[config.mk]
export PLATFORM = sky130hd
export DESIGN_NAME = energy_zcr_sound_segmenter_top
export DESIGN_NICKNAME = d
export VERILOG_FILES = /design/src/rtl/ezss_pkg.sv /design/src/rtl/ezss_front.sv /design/src/rtl/ezss_queue.sv /design/src/rtl/ezss_back.sv /design/src/rtl/energy_zcr_sound_segmenter_top.sv
export SDC_FILE = /design/constraint.sdc
export NUM_CORES = 2
export LEC_CHECK = 0
export ABC_AREA = 1
export BUFFER_PORTS_ARGS = -buffer_cell sky130_fd_sc_hd__clkbuf_2
export CAP_MARGIN = 30
export CORE_UTILIZATION = 50
export CTS_BUF_LIST = sky130_fd_sc_hd__clkbuf_4
export DETAILED_ROUTE_END_ITERATION = 16
export GPL_TIMING_DRIVEN = 0
export PLACE_DENSITY = 0.67
export SYNTH_ARGS = -nofsm -noshare
export SYNTH_HDL_FRONTEND = slang
export SYNTH_SLANG_ARGS = --single-unit
[constraint.sdc]
create_clock -name clk -period 8 [get_ports clk]
set_clock_uncertainty 0.15 [all_clocks]
set_input_delay 0.8 -clock clk [delete_from_list [all_inputs] [get_ports clk]]
set_output_delay 0.8 -clock clk [all_outputs]
set_load 0.01 [all_outputs]
[src/rtl/ezss_pkg.sv]
// ----------------------------------------------------------------------------
// ezss_pkg
// Shared types, widths and codes of the energy / zero-crossing segmenter.
// ----------------------------------------------------------------------------
package ezss_pkg;

	localparam int SAMPLE_BITS_DEF = 16;
	localparam int MAX_CHUNK_DEF   = 4096;

	localparam int ENERGY_W    = 43;
	localparam int CROSS_W     = 13;
	localparam int SEG_W       = 16;
	localparam int HELD_W      = 4;
	localparam int ACT_W       = 4;
	localparam int LEN_W       = 13;
	localparam int CFG_IDX_W   = 3;
	localparam int CFG_DATA_W  = 43;
	localparam int QUEUE_DEPTH = 4;
	localparam int OUT_W       = 88;

	localparam logic [ENERGY_W-1:0] ENERGY_MAX = '1;
	localparam logic [CROSS_W-1:0]  CROSS_MAX  = '1;
	localparam logic [SEG_W-1:0]    SEG_MAX    = '1;

	localparam logic [ACT_W-1:0] ACT_CLEAR   = 4'd0;
	localparam logic [ACT_W-1:0] ACT_ADD     = 4'd1;
	localparam logic [ACT_W-1:0] ACT_REPLACE = 4'd2;
	localparam logic [ACT_W-1:0] ACT_START   = 4'd3;
	localparam logic [ACT_W-1:0] ACT_EXTEND  = 4'd4;
	localparam logic [ACT_W-1:0] ACT_END_MAX = 4'd5;
	localparam logic [ACT_W-1:0] ACT_HANG    = 4'd6;
	localparam logic [ACT_W-1:0] ACT_END     = 4'd7;
	localparam logic [ACT_W-1:0] ACT_CANCEL  = 4'd8;

	localparam logic [CFG_IDX_W-1:0] REG_CHUNK_LENGTH   = 3'd0;
	localparam logic [CFG_IDX_W-1:0] REG_ENERGY_LOW     = 3'd1;
	localparam logic [CFG_IDX_W-1:0] REG_ENERGY_HIGH    = 3'd2;
	localparam logic [CFG_IDX_W-1:0] REG_CROSSINGS_LOW  = 3'd3;
	localparam logic [CFG_IDX_W-1:0] REG_CROSSINGS_HIGH = 3'd4;
	localparam logic [CFG_IDX_W-1:0] REG_PREROLL_MAX    = 3'd5;
	localparam logic [CFG_IDX_W-1:0] REG_SEGMENT_MIN    = 3'd6;
	localparam logic [CFG_IDX_W-1:0] REG_SEGMENT_MAX    = 3'd7;

	localparam logic [1:0] SIGN_NONE = 2'd0;
	localparam logic [1:0] SIGN_POS  = 2'd1;
	localparam logic [1:0] SIGN_NEG  = 2'd2;

	typedef struct packed {
		logic [LEN_W-1:0]    chunk_length;
		logic [ENERGY_W-1:0] energy_low;
		logic [ENERGY_W-1:0] energy_high;
		logic [CROSS_W-1:0]  crossings_low;
		logic [CROSS_W-1:0]  crossings_high;
		logic [HELD_W-1:0]   preroll_max;
		logic [SEG_W-1:0]    segment_min;
		logic [SEG_W-1:0]    segment_max;
	} cfg_t;

	typedef struct packed {
		logic [ENERGY_W-1:0] energy;
		logic [CROSS_W-1:0]  crossings;
	} chunk_t;

	typedef struct packed {
		logic [HELD_W-1:0]   preroll_count;
		logic                sound_active;
		logic [SEG_W-1:0]    segment_length;
		logic [CROSS_W-1:0]  chunk_crossings;
		logic [ENERGY_W-1:0] chunk_energy;
		logic [ACT_W-1:0]    action;
	} result_t;

endpackage

[src/rtl/ezss_front.sv]
// ----------------------------------------------------------------------------
// ezss_front
// Frame intake: peak, sign changes, squared peak and per-chunk energy sum.
// ----------------------------------------------------------------------------
module ezss_front import ezss_pkg::*; #(
	parameter int SAMPLE_BITS = SAMPLE_BITS_DEF,
	parameter int MAX_CHUNK   = MAX_CHUNK_DEF
) (
	input  logic                   clk,
	input  logic                   arst_n,
	input  logic                   in_valid,
	output logic                   in_ready,
	input  logic [SAMPLE_BITS-1:0] first_sample,
	input  logic [SAMPLE_BITS-1:0] rest_peak,
	input  logic [LEN_W-1:0]       chunk_length,
	input  logic                   queue_full,
	output logic                   push,
	output chunk_t                 push_data
);

	localparam int IDX_W = $clog2(MAX_CHUNK);
	localparam int CW    = IDX_W + 1;
	localparam int LW    = (LEN_W > CW) ? LEN_W : CW;
	localparam int SQ_W  = 2 * SAMPLE_BITS;
	localparam int SUM_W = ((SQ_W > ENERGY_W) ? SQ_W : ENERGY_W) + 1;
	localparam logic [LW-1:0] MAXC = LW'(MAX_CHUNK);

	logic [LW-1:0]          len_ext;
	logic [LW-1:0]          len_eff;
	logic [CW-1:0]          frame_next;
	logic                   chunk_end;
	logic                   neg;
	logic [SAMPLE_BITS-1:0] mag;
	logic [SAMPLE_BITS-1:0] peak;
	logic [1:0]             sign_now;
	logic [CROSS_W-1:0]     cross_new;
	logic [1:0]             sign_new;
	logic                   accept;
	logic                   advance;
	logic [SUM_W-1:0]       sum_wide;
	logic [ENERGY_W-1:0]    sum_sat;

	logic [IDX_W-1:0]       frame_q;
	logic [CROSS_W-1:0]     cross_q;
	logic [1:0]             sign_q;
	logic [ENERGY_W-1:0]    energy_q;

	logic                   valid_s1;
	logic                   last_s1;
	logic [SAMPLE_BITS-1:0] peak_s1;
	logic [CROSS_W-1:0]     z_s1;
	logic                   valid_s2;
	logic                   last_s2;
	logic [SQ_W-1:0]        sq_s2;
	logic [CROSS_W-1:0]     z_s2;

	always_comb begin
		len_ext = LW'(chunk_length);
		if (len_ext == '0) begin
			len_eff = LW'(1);
		end else if (len_ext > MAXC) begin
			len_eff = MAXC;
		end else begin
			len_eff = len_ext;
		end
	end

	assign frame_next = CW'(frame_q) + CW'(1);
	assign chunk_end  = LW'(frame_next) >= len_eff;

	assign neg      = first_sample[SAMPLE_BITS-1];
	assign mag      = neg ? (~first_sample + SAMPLE_BITS'(1)) : first_sample;
	assign peak     = (rest_peak > mag) ? rest_peak : mag;
	assign sign_now = neg ? SIGN_NEG : SIGN_POS;

	always_comb begin
		cross_new = cross_q;
		sign_new  = sign_q;
		if (peak != '0) begin
			if (sign_q != SIGN_NONE && sign_q != sign_now && cross_q != CROSS_MAX) begin
				cross_new = cross_q + CROSS_W'(1);
			end
			sign_new = sign_now;
		end
	end

	assign advance  = !(valid_s2 && last_s2 && queue_full);
	assign in_ready = advance;
	assign accept   = in_valid && advance;

	always_ff @(posedge clk or negedge arst_n) begin
		if (!arst_n) begin
			frame_q <= '0;
			cross_q <= '0;
			sign_q  <= SIGN_NONE;
		end else if (accept) begin
			if (chunk_end) begin
				frame_q <= '0;
				cross_q <= '0;
				sign_q  <= SIGN_NONE;
			end else begin
				frame_q <= frame_next[IDX_W-1:0];
				cross_q <= cross_new;
				sign_q  <= sign_new;
			end
		end
	end

	always_ff @(posedge clk or negedge arst_n) begin
		if (!arst_n) begin
			valid_s1 <= 1'b0;
			valid_s2 <= 1'b0;
		end else if (advance) begin
			valid_s1 <= in_valid;
			valid_s2 <= valid_s1;
		end
	end

	always_ff @(posedge clk) begin
		if (accept) begin
			peak_s1 <= peak;
			last_s1 <= chunk_end;
			z_s1    <= cross_new;
		end
		if (advance) begin
			sq_s2   <= SQ_W'(peak_s1) * SQ_W'(peak_s1);
			last_s2 <= last_s1;
			z_s2    <= z_s1;
		end
	end

	assign sum_wide = SUM_W'(energy_q) + SUM_W'(sq_s2);
	assign sum_sat  = (sum_wide > SUM_W'(ENERGY_MAX)) ? ENERGY_MAX : sum_wide[ENERGY_W-1:0];

	always_ff @(posedge clk or negedge arst_n) begin
		if (!arst_n) begin
			energy_q <= '0;
		end else if (advance && valid_s2) begin
			energy_q <= last_s2 ? '0 : sum_sat;
		end
	end

	assign push                = advance && valid_s2 && last_s2;
	assign push_data.energy    = sum_sat;
	assign push_data.crossings = z_s2;

endmodule

[src/rtl/ezss_queue.sv]
// ----------------------------------------------------------------------------
// ezss_queue
// Short queue of finished chunk sums between intake and decision logic.
// ----------------------------------------------------------------------------
module ezss_queue import ezss_pkg::*; (
	input  logic   clk,
	input  logic   arst_n,
	input  logic   push,
	input  chunk_t push_data,
	output logic   full,
	input  logic   pop,
	output logic   head_valid,
	output chunk_t head
);

	localparam int PTR_W = $clog2(QUEUE_DEPTH);

	chunk_t           mem_q [QUEUE_DEPTH];
	logic [PTR_W-1:0] wr_ptr_q;
	logic [PTR_W-1:0] rd_ptr_q;
	logic [PTR_W:0]   count_q;

	assign full       = count_q == (PTR_W+1)'(QUEUE_DEPTH);
	assign head_valid = count_q != '0;
	assign head       = mem_q[rd_ptr_q];

	always_ff @(posedge clk) begin
		if (push) begin
			mem_q[wr_ptr_q] <= push_data;
		end
	end

	always_ff @(posedge clk or negedge arst_n) begin
		if (!arst_n) begin
			wr_ptr_q <= '0;
			rd_ptr_q <= '0;
			count_q  <= '0;
		end else begin
			if (push) begin
				wr_ptr_q <= (wr_ptr_q == PTR_W'(QUEUE_DEPTH - 1)) ? '0 : wr_ptr_q + PTR_W'(1);
			end
			if (pop) begin
				rd_ptr_q <= (rd_ptr_q == PTR_W'(QUEUE_DEPTH - 1)) ? '0 : rd_ptr_q + PTR_W'(1);
			end
			if (push && !pop) begin
				count_q <= count_q + (PTR_W+1)'(1);
			end else if (pop && !push) begin
				count_q <= count_q - (PTR_W+1)'(1);
			end
		end
	end

endmodule

[src/rtl/ezss_back.sv]
// ----------------------------------------------------------------------------
// ezss_back
// Silent/sound decision per chunk with pre-roll, hangover and segment count.
// ----------------------------------------------------------------------------
module ezss_back import ezss_pkg::*; (
	input  logic    clk,
	input  logic    arst_n,
	input  cfg_t    cfg,
	input  logic    chunk_valid,
	input  chunk_t  chunk,
	output logic    pop,
	output logic    out_valid,
	input  logic    out_ready,
	output result_t result
);

	logic              in_sound_q;
	logic [HELD_W-1:0] held_q;
	logic [SEG_W-1:0]  seg_q;
	logic              out_valid_q;
	result_t           res_q;

	logic              in_sound_d;
	logic [HELD_W-1:0] held_d;
	logic [SEG_W-1:0]  seg_d;
	result_t           res_d;

	always_comb begin
		logic              loud;
		logic              active;
		logic [SEG_W:0]    ext_wide;
		logic [SEG_W-1:0]  seg_ext;
		logic [SEG_W-1:0]  seg_out;
		logic [ACT_W-1:0]  act;

		loud     = chunk.energy > cfg.energy_high || chunk.crossings > cfg.crossings_high;
		active   = chunk.energy > cfg.energy_low || chunk.crossings > cfg.crossings_low;
		ext_wide = (SEG_W+1)'(seg_q) + (SEG_W+1)'(held_q) + (SEG_W+1)'(1);
		seg_ext  = ext_wide[SEG_W] ? SEG_MAX : ext_wide[SEG_W-1:0];

		in_sound_d = in_sound_q;
		held_d     = held_q;
		seg_d      = seg_q;
		seg_out    = '0;
		act        = ACT_CLEAR;

		if (!in_sound_q) begin
			if (loud) begin
				seg_d      = SEG_W'(held_q) + SEG_W'(1);
				seg_out    = SEG_W'(held_q) + SEG_W'(1);
				held_d     = '0;
				in_sound_d = 1'b1;
				act        = ACT_START;
			end else if (active) begin
				if (held_q < cfg.preroll_max) begin
					held_d = held_q + HELD_W'(1);
					act    = ACT_ADD;
				end else begin
					act = ACT_REPLACE;
				end
			end else begin
				held_d = '0;
				act    = ACT_CLEAR;
			end
		end else begin
			if (active) begin
				held_d  = '0;
				seg_out = seg_ext;
				if (seg_ext >= cfg.segment_max) begin
					act        = ACT_END_MAX;
					in_sound_d = 1'b0;
					seg_d      = '0;
				end else begin
					act   = ACT_EXTEND;
					seg_d = seg_ext;
				end
			end else if (held_q < cfg.preroll_max) begin
				held_d  = held_q + HELD_W'(1);
				seg_out = seg_q;
				act     = ACT_HANG;
			end else begin
				act        = (seg_q >= cfg.segment_min) ? ACT_END : ACT_CANCEL;
				seg_out    = seg_q;
				seg_d      = '0;
				held_d     = '0;
				in_sound_d = 1'b0;
			end
		end

		res_d.action          = act;
		res_d.chunk_energy    = chunk.energy;
		res_d.chunk_crossings = chunk.crossings;
		res_d.segment_length  = seg_out;
		res_d.sound_active    = in_sound_d;
		res_d.preroll_count   = held_d;
	end

	assign pop = chunk_valid && (!out_valid_q || out_ready);

	always_ff @(posedge clk or negedge arst_n) begin
		if (!arst_n) begin
			in_sound_q  <= 1'b0;
			held_q      <= '0;
			seg_q       <= '0;
			out_valid_q <= 1'b0;
		end else begin
			if (pop) begin
				in_sound_q <= in_sound_d;
				held_q     <= held_d;
				seg_q      <= seg_d;
			end
			if (pop) begin
				out_valid_q <= 1'b1;
			end else if (out_ready) begin
				out_valid_q <= 1'b0;
			end
		end
	end

	always_ff @(posedge clk) begin
		if (pop) begin
			res_q <= res_d;
		end
	end

	assign out_valid = out_valid_q;
	assign result    = res_q;

	a_sound_has_length: assert property (@(posedge clk) disable iff (!arst_n)
		out_valid_q && res_q.sound_active |-> res_q.segment_length != '0)
		else $error("sound state reported with empty segment");

	a_silent_actions: assert property (@(posedge clk) disable iff (!arst_n)
		out_valid_q && (res_q.action == ACT_CLEAR || res_q.action == ACT_ADD ||
		res_q.action == ACT_REPLACE) |-> res_q.segment_length == '0 && !res_q.sound_active)
		else $error("pre-roll action with segment data");

	a_end_actions: assert property (@(posedge clk) disable iff (!arst_n)
		out_valid_q && (res_q.action == ACT_END || res_q.action == ACT_CANCEL ||
		res_q.action == ACT_END_MAX) |-> !res_q.sound_active && res_q.preroll_count == '0)
		else $error("segment end left sound state or held chunks");

	a_state_matches_output: assert property (@(posedge clk) disable iff (!arst_n)
		pop |=> in_sound_q == res_q.sound_active && held_q == res_q.preroll_count)
		else $error("state registers differ from reported result");

endmodule

[src/rtl/energy_zcr_sound_segmenter_top.sv]
// ----------------------------------------------------------------------------
// energy_zcr_sound_segmenter_top
// Dual-threshold energy / zero-crossing sound segmenter, one result per chunk.
// ----------------------------------------------------------------------------
// channel   direction  handshake                    payload
// s_axis    in         s_axis_tvalid/s_axis_tready  first_sample, rest_peak
// m_axis    out        m_axis_tvalid/m_axis_tready  action .. preroll_count
// cfg       in         cfg_valid/cfg_ready          cfg_index, cfg_data
//
// One frame per cycle is taken while intake is not stalled; the squaring
// multiplier is pipelined in two stages ahead of the energy accumulator.
// Each chunk result passes the squaring pipeline, queue and result register.
// A four-entry chunk queue decouples intake from the decision logic; intake
// stalls only when a chunk end meets a full queue.
// Reset clears the control state and loads the default register values.
// ----------------------------------------------------------------------------
module energy_zcr_sound_segmenter_top import ezss_pkg::*; #(
	parameter int SAMPLE_BITS = SAMPLE_BITS_DEF,
	parameter int MAX_CHUNK   = MAX_CHUNK_DEF
) (
	input  logic                                   clk,
	input  logic                                   arst_n,
	input  logic                                   s_axis_tvalid,
	output logic                                   s_axis_tready,
	// first_sample, rest_peak
	input  logic [((2*SAMPLE_BITS+7)/8)*8-1:0]     s_axis_tdata,
	output logic                                   m_axis_tvalid,
	input  logic                                   m_axis_tready,
	// action, chunk_energy, chunk_crossings, segment_length, sound_active,
	// preroll_count
	output logic [OUT_W-1:0]                       m_axis_tdata,
	input  logic                                   cfg_valid,
	output logic                                   cfg_ready,
	input  logic [CFG_IDX_W-1:0]                   cfg_index,
	input  logic [CFG_DATA_W-1:0]                  cfg_data
);

	cfg_t    cfg_q;
	logic    q_full;
	logic    q_push;
	chunk_t  q_push_data;
	logic    q_pop;
	logic    q_valid;
	chunk_t  q_head;
	result_t result;

	assign cfg_ready = 1'b1;

	always_ff @(posedge clk or negedge arst_n) begin
		if (!arst_n) begin
			cfg_q.chunk_length   <= LEN_W'(480);
			cfg_q.energy_low     <= ENERGY_W'(1073742);
			cfg_q.energy_high    <= ENERGY_W'(10737418);
			cfg_q.crossings_low  <= CROSS_W'(144);
			cfg_q.crossings_high <= CROSS_W'(240);
			cfg_q.preroll_max    <= HELD_W'(5);
			cfg_q.segment_min    <= SEG_W'(20);
			cfg_q.segment_max    <= SEG_W'(480);
		end else if (cfg_valid) begin
			unique case (cfg_index)
				REG_CHUNK_LENGTH:   cfg_q.chunk_length   <= cfg_data[LEN_W-1:0];
				REG_ENERGY_LOW:     cfg_q.energy_low     <= cfg_data[ENERGY_W-1:0];
				REG_ENERGY_HIGH:    cfg_q.energy_high    <= cfg_data[ENERGY_W-1:0];
				REG_CROSSINGS_LOW:  cfg_q.crossings_low  <= cfg_data[CROSS_W-1:0];
				REG_CROSSINGS_HIGH: cfg_q.crossings_high <= cfg_data[CROSS_W-1:0];
				REG_PREROLL_MAX:    cfg_q.preroll_max    <= cfg_data[HELD_W-1:0];
				REG_SEGMENT_MIN:    cfg_q.segment_min    <= cfg_data[SEG_W-1:0];
				REG_SEGMENT_MAX:    cfg_q.segment_max    <= cfg_data[SEG_W-1:0];
				default: ;
			endcase
		end
	end

	ezss_front #(
		.SAMPLE_BITS(SAMPLE_BITS),
		.MAX_CHUNK  (MAX_CHUNK)
	) u_front (
		.clk         (clk),
		.arst_n      (arst_n),
		.in_valid    (s_axis_tvalid),
		.in_ready    (s_axis_tready),
		.first_sample(s_axis_tdata[SAMPLE_BITS-1:0]),
		.rest_peak   (s_axis_tdata[2*SAMPLE_BITS-1:SAMPLE_BITS]),
		.chunk_length(cfg_q.chunk_length),
		.queue_full  (q_full),
		.push        (q_push),
		.push_data   (q_push_data)
	);

	ezss_queue u_queue (
		.clk       (clk),
		.arst_n    (arst_n),
		.push      (q_push),
		.push_data (q_push_data),
		.full      (q_full),
		.pop       (q_pop),
		.head_valid(q_valid),
		.head      (q_head)
	);

	ezss_back u_back (
		.clk        (clk),
		.arst_n     (arst_n),
		.cfg        (cfg_q),
		.chunk_valid(q_valid),
		.chunk      (q_head),
		.pop        (q_pop),
		.out_valid  (m_axis_tvalid),
		.out_ready  (m_axis_tready),
		.result     (result)
	);

	assign m_axis_tdata = OUT_W'(result);

endmodule
# Word level (Yosys, flattened, before mapping)
# Memory sizes are Yosys's and may differ from the RTL's.
# Cells that the tools add are included.
# totals
memories	1
inputBits	83
ram_bits	224
latchBits	0
output_inout_bits	91
word_cells	157
romBits	0
reg_bits	419
# mem_list
name	words	width	read_ports	rd_clocked_by_memory_dff	write_ports	line_no	source
u_queue.mem_q	4	56	1	0	1	ezss_queue.sv:18	chunk_t mem_q [QUEUE_DEPTH];
# classes
n_eq_ne	13
reduce_logical	36
shift	0
n_lt_le_gt_ge	11
mul	1
bitwise_logic	1
n_div	0
add_sub_neg	12
n_mux	49
# ops
op	count
16-bit two-way mux	11
43-bit greater-than comparator	2
43-bit two-way mux	2
13-bit two-way mux	5
43-bit by 32-bit adder with 44-bit output	1
44-bit by 43-bit greater-than comparator with 1-bit output (second input constant)	1
4-bit two-way mux	11
16-bit greater-or-equal comparator	2
16-bit by 16-bit multiplier with 32-bit output	1
13-bit greater-than comparator	2
2-bit AND reduction	9
16-bit by 4-bit adder with 17-bit output	1
17-bit by 1-bit adder with 17-bit output (second input constant)	1
16-bit by 1-bit adder with 16-bit output (second input constant)	1
16-bit greater-than comparator	1
16-bit NOT	1
16-bit nonzero test	1
3-bit == test (second input constant)	5
2-bit two-way mux	7
12-bit by 1-bit adder with 13-bit output (second input constant)	1
13-bit by 1-bit adder with 13-bit output (second input constant)	1
13-bit greater-or-equal comparator	1
13-bit greater-than comparator (second input constant)	1
13-bit zero test	1
other kinds (22)	53

# Longest topological paths before layout
# depth
depth_word	9
ltp_mapped	29
mapped_depth_nobuf	27

# Cells and area by module
# From an unflattened synthesis, not the netlist that was laid out.
# hier_totals
cells_unflattened	4615
hier_area_um2	41662.5
# by_module_without_submodules
module	seq_area_each_um2	area_each_um2	cells_per_inst	n_inst
ezss_front	4053.9	16956.3	2144	1
ezss_queue	6901.6	9863.2	706	1
ezss_back	2982.9	8444.3	1042	1
energy_zcr_sound_segmenter_top	4076.4	6398.6	723	1

# Worst setup path after synthesis
# No wires, ideal clock.
# synth_timing
kind	register to register
start	register u_front.peak_s1[4]
end	register u_front.sq_s2[30] (data pin)
arrival_ns	5.771
setup_ns	0.265
setup_slack_ns	1.814
path_stages_with_launch	23
path_buffers	2
synth_period_minus_slack_ns	6.186
required_time_ns	7.585
cell_sequence	edfxtp_1 clkbuf_1 clkbuf_1 nand2_1 fa_1 inv_1 fa_1 fa_1 fa_1 fa_1 inv_1 fa_1 inv_1 ha_1 nand2_1 nor2_1 and3_1 nand4_1 nand3_1 a21o_1 a21boi_0 o21ai_0 xor2_1
# synth_between
elab_chain_len	1
# synth_rtl
element	line_no	source
start, declared	ezss_front.sv:50	logic [SAMPLE_BITS-1:0] peak_s1;
start signal, assigned	ezss_front.sv:121	peak_s1 <= peak;
16-bit by 16-bit multiplier with 32-bit output	ezss_front.sv:126	sq_s2 <= SQ_W'(peak_s1) * SQ_W'(peak_s1);
end signal, assigned	ezss_front.sv:126	
end, declared	ezss_front.sv:54	logic [SQ_W-1:0] sq_s2;
# No other way between the ends.
# A chain may end at the register's enable or synchronous reset.

# Worst setup path after layout
# Ends and elaborated chain as after synthesis.

==> impl_metrics.tcl <==
set metrics [dict create \
    outcome "completed" \
    dpl.hpwl_um 77560 \
    grt_pass1_wl_um 162500 \
    place.gp.congestion 0.9474 \
    grt_start_max_net_pins 110 \
    ys_warn_count 0 \
    final.min_clock_period_ps 7438 \
    synthArstFlopShare 0.4081 \
    die_area_sq_mm 0.08071 \
    ant_nets 0 \
    fp.dieH_um 284.1 \
    clk_pin_slew_ps 60 \
    setup_viol 0 \
    initial_core_util 0.5045 \
    ys_seq_area_frac 0.4528 \
    path_cells "clkbuf_1, clkbuf_1, nand2_1, fa_1, inv_1, fa_1, fa_1, fa_1, fa_1, inv_1, fa_1, inv_1, ha_1, a21oi_1, o21ai_0, a21oi_1, nand3_1, a21o_1, a21boi_0, o21ai_0, xor2_1" \
    drt_iter0_markers 2181 \
    cts_inserted_buffers 169 \
    clock_sinks 642 \
    avgSynthCellArea_sq_um 9.236 \
    grt_pass1_vias 30630 \
    endpoint_kind "flop" \
    post_cts_buffers 0 \
    hp-class "in2reg" \
    synth_edf_count 380 \
    grt_remaining_overflow 0 \
    finalHoldWorstSlack_ps 121.2 \
    path_class "reg2reg" \
    post_drt_wl_per_cell_um 17.39 \
    synth_area_sq_mm 0.03979 \
    ctsRootBufferMaster "clkbuf_4" \
    drv_slew 0 \
    synth_ff_type "edfxtp_1" \
    drive_gt1_frac 0.1255 \
    core_region_area_sq_mm 0.07887 \
    drc 0 \
    wirelength_um 102900 \
    viasPerCell 5.208 \
    clk-insertion-delay-late_ps 1040 \
    post-route-period-util 0.9298 \
    stdcell_count 5920 \
    design.final.nets 5297 \
    maxSlewHeadroom 0.3242 \
    critPathLaunchType "flop" \
    crit_path_max_incr_delay_ps 590 \
    place_inst 5542 \
    num_vias 30830 \
    cts_resized 0 \
    synth_seq_cells 642 \
    tightest_slew_ps 1003 \
    multiInputGateArea_sq_mm 0.01856 \
    syn_to_final_growth_pct 13.76 \
    clockBufferDepth 3 \
    first_pass_iters 8 \
    finalHoldViolCount 0 \
    path_common_cell "fa_1" \
    synth.distinct_cells 56 \
    antenna_found_initial 5 \
    io_buffers 165 \
    cpMaxStageDelayCell "fa_1" \
    arrival_ps 7970 \
    cts_hold_repair.buffers 61 \
    rsz0062_at_grt "no" \
    die_x_um 284.1 \
    register_area_sq_mm 0.01801 \
    worstPathRequired_ps 8530 \
    cts_tree "yes" \
    htree_levels 4 \
    grtUsageTotal 0.2572 \
    syn_inst 4308 \
    cp_max_fo 10 \
    fillCellCount 7037 \
    rows 103 \
    max_freq_mhz 134.4 \
    ios 174 \
    max_cap_viol_count 0 \
]
sequential cells by signal, summed over array words and instances (netlist names), 2 cells and up:
register,flops
u_back.result,81
u_front.energy_q,43
u_back.held_q,4
u_front.frame_q,12
u_front.z_s2,13
u_front.cross_q,13
u_back.seg_q,16
u_queue.count_q,3
u_front.z_s1,13
cfg_q,161
u_front.peak_s1,16
u_front.sq_s2,31
u_queue.mem_q,224
u_queue.wr_ptr_q,2
u_queue.rd_ptr_q,2
u_front.sign_q,2
cells in the mapped netlist (all sizes together) (2+ instances only):
| cell | count | share of area |
|---|---|---|
| clkbuf | 115 | 0.011 |
| a31oi | 11 | 0.0017 |
| o221ai | 2 | 0.00044 |
| xor2 | 64 | 0.014 |
| nand4 | 45 | 0.0072 |
| a22o | 14 | 0.0031 |
| inv | 703 | 0.066 |
| nor2 | 306 | 0.031 |
| clkinv | 2 | 0.00019 |
| o21bai | 12 | 0.0023 |
| dfstp | 38 | 0.025 |
| o211ai | 8 | 0.0015 |
| nand2 | 925 | 0.090 |
| o22ai | 63 | 0.0099 |
| or2 | 12 | 0.0019 |
| conb | 2 | 0.00019 |
| dfrtp | 224 | 0.14 |
| buf | 29 | 0.0048 |
| mux2 | 2 | 0.00057 |
| a32oi | 3 | 0.00066 |
| ha | 324 | 0.10 |
| a211oi | 2 | 0.00038 |
| a21oi | 191 | 0.024 |
| nor3 | 32 | 0.0040 |
| xnor2 | 33 | 0.0073 |
| fa | 166 | 0.084 |
| o21a | 10 | 0.0019 |
| edfxtp | 380 | 0.29 |
| o21ai | 425 | 0.054 |
| nand3 | 126 | 0.017 |
| and3 | 3 | 0.00047 |
| o2111ai | 3 | 0.00066 |
| a21o | 10 | 0.0019 |
| a21boi | 3 | 0.00057 |
| nor4 | 11 | 0.0017 |
| nand3b | 5 | 0.00094 |
worst max-delay path: cells and delay by family, from the launching register on:
family	cells	cell delay (ps)
adders and majority gates	7	3590
AOI/OAI and AO/OA	6	1280
buffers and inverters	5	1150
DFF	1	380
xor gates and xnor gates	1	170
and+or+nand+nor	2	440
layout make-up:
class	count	area share
Buffer	144	0.01382
Inverter	705	0.05846
Multi-Input combinational cell	2823	0.4100
Clock buffer	267	0.04428
Timing Repair Buffer	239	0.03862
Antenna cell	3	0.0001659
Clock inverter	47	0.007657
Sequential cell	642	0.3980
Tap cell	1050	0.02902
path summary, 6_finish.rpt:
kind	startpoint	end	slack [ps]	cells past startpoint
worst min-delay path	cfg_index[2]	cfg_q[0]$_DFFE_PN0P_	120	5
min in group asynchronous	arst_n	cfg_q[91]$_DFFE_PN0P_	190	2
worst min register to register	u_front.z_s1[5]$_DFFE_PP_	u_front.z_s2[5]$_DFFE_PN_	250	0
worst max register to register	u_front.peak_s1[4]$_DFFE_PP_	u_front.sq_s2[30]$_DFFE_PN_	560	21
max in group asynchronous	arst_n	u_front.frame_q[4]$_DFFE_PN0P_	5940	4
worst max-delay path	u_front.peak_s1[4]$_DFFE_PP_	u_front.sq_s2[30]$_DFFE_PN_	560	21
kinds of logic (layout without fill, tap and decap cells):
logic type	Yosys count	count (layout)	share of synthesized area
AND/OR/NAND/NOR	1466	1466	0.1540
multiplexers	3	3	0.0008176
XOR/XNOR	97	97	0.02135
adder cells (fa/ha/maj)	490	490	0.1854
flip-flops	642	642	0.4528
buffers and inverters	849	1402	0.08214
AO/OA/AOI/OAI	759	759	0.1033
other	2	11	0.0001887
per-layer routing:
metal  wire length, um  vias up  share of wire  global-route usage
met5                 0        -              0                   0
met4              2985        0          0.029             0.09839
met3              6059      184          0.059             0.03740
met2             50700      927           0.49              0.4424
met1             43200    14650           0.42              0.3280
li1                  -    15070              -                   -
placed cells by master, fill, tap and decap left out, types with 6 or more instances in the layout:
cell	instances
a21o_1	10
a21oi_1	191
a22o_1	14
a31oi_1	11
buf_16	7
buf_2	14
buf_4	9
clkbuf_1	114
clkbuf_2	164
clkbuf_4	268
clkinv_1	28
clkinv_2	7
conb_1	8
dfrtp_1	224
dfstp_2	38
dlygate4sd3_1	61
edfxtp_1	380
fa_1	166
ha_1	324
inv_1	701
nand2_1	894
nand2_2	28
nand3_1	116
nand3_2	9
nand4_1	44
nor2_1	288
nor2_2	10
nor2_4	6
nor3_1	32
nor4_1	11
o211ai_1	8
o21a_1	10
o21ai_0	409
o21ai_1	14
o21bai_1	12
o22ai_1	63
or2_2	12
xnor2_1	33
xor2_1	64
through the flow:
stage          TNS, ps    util  area, sq um  setup slack (ps)
2_1_floorplan        0       -        39810              1814
3_3_place_gp    -20020  0.5319        41950            -161.5
3_5_place_dp         0  0.5363        42300             601.0
4_1_cts              0  0.5738        45260             557.6
5_1_grt              0  0.5739        45260             213.0
6_report             0  0.5739        45260             561.6
Power is left out: the tool's default activity adds up to more than one toggle a clock period on the data nets, which glitch-free logic cannot reach.
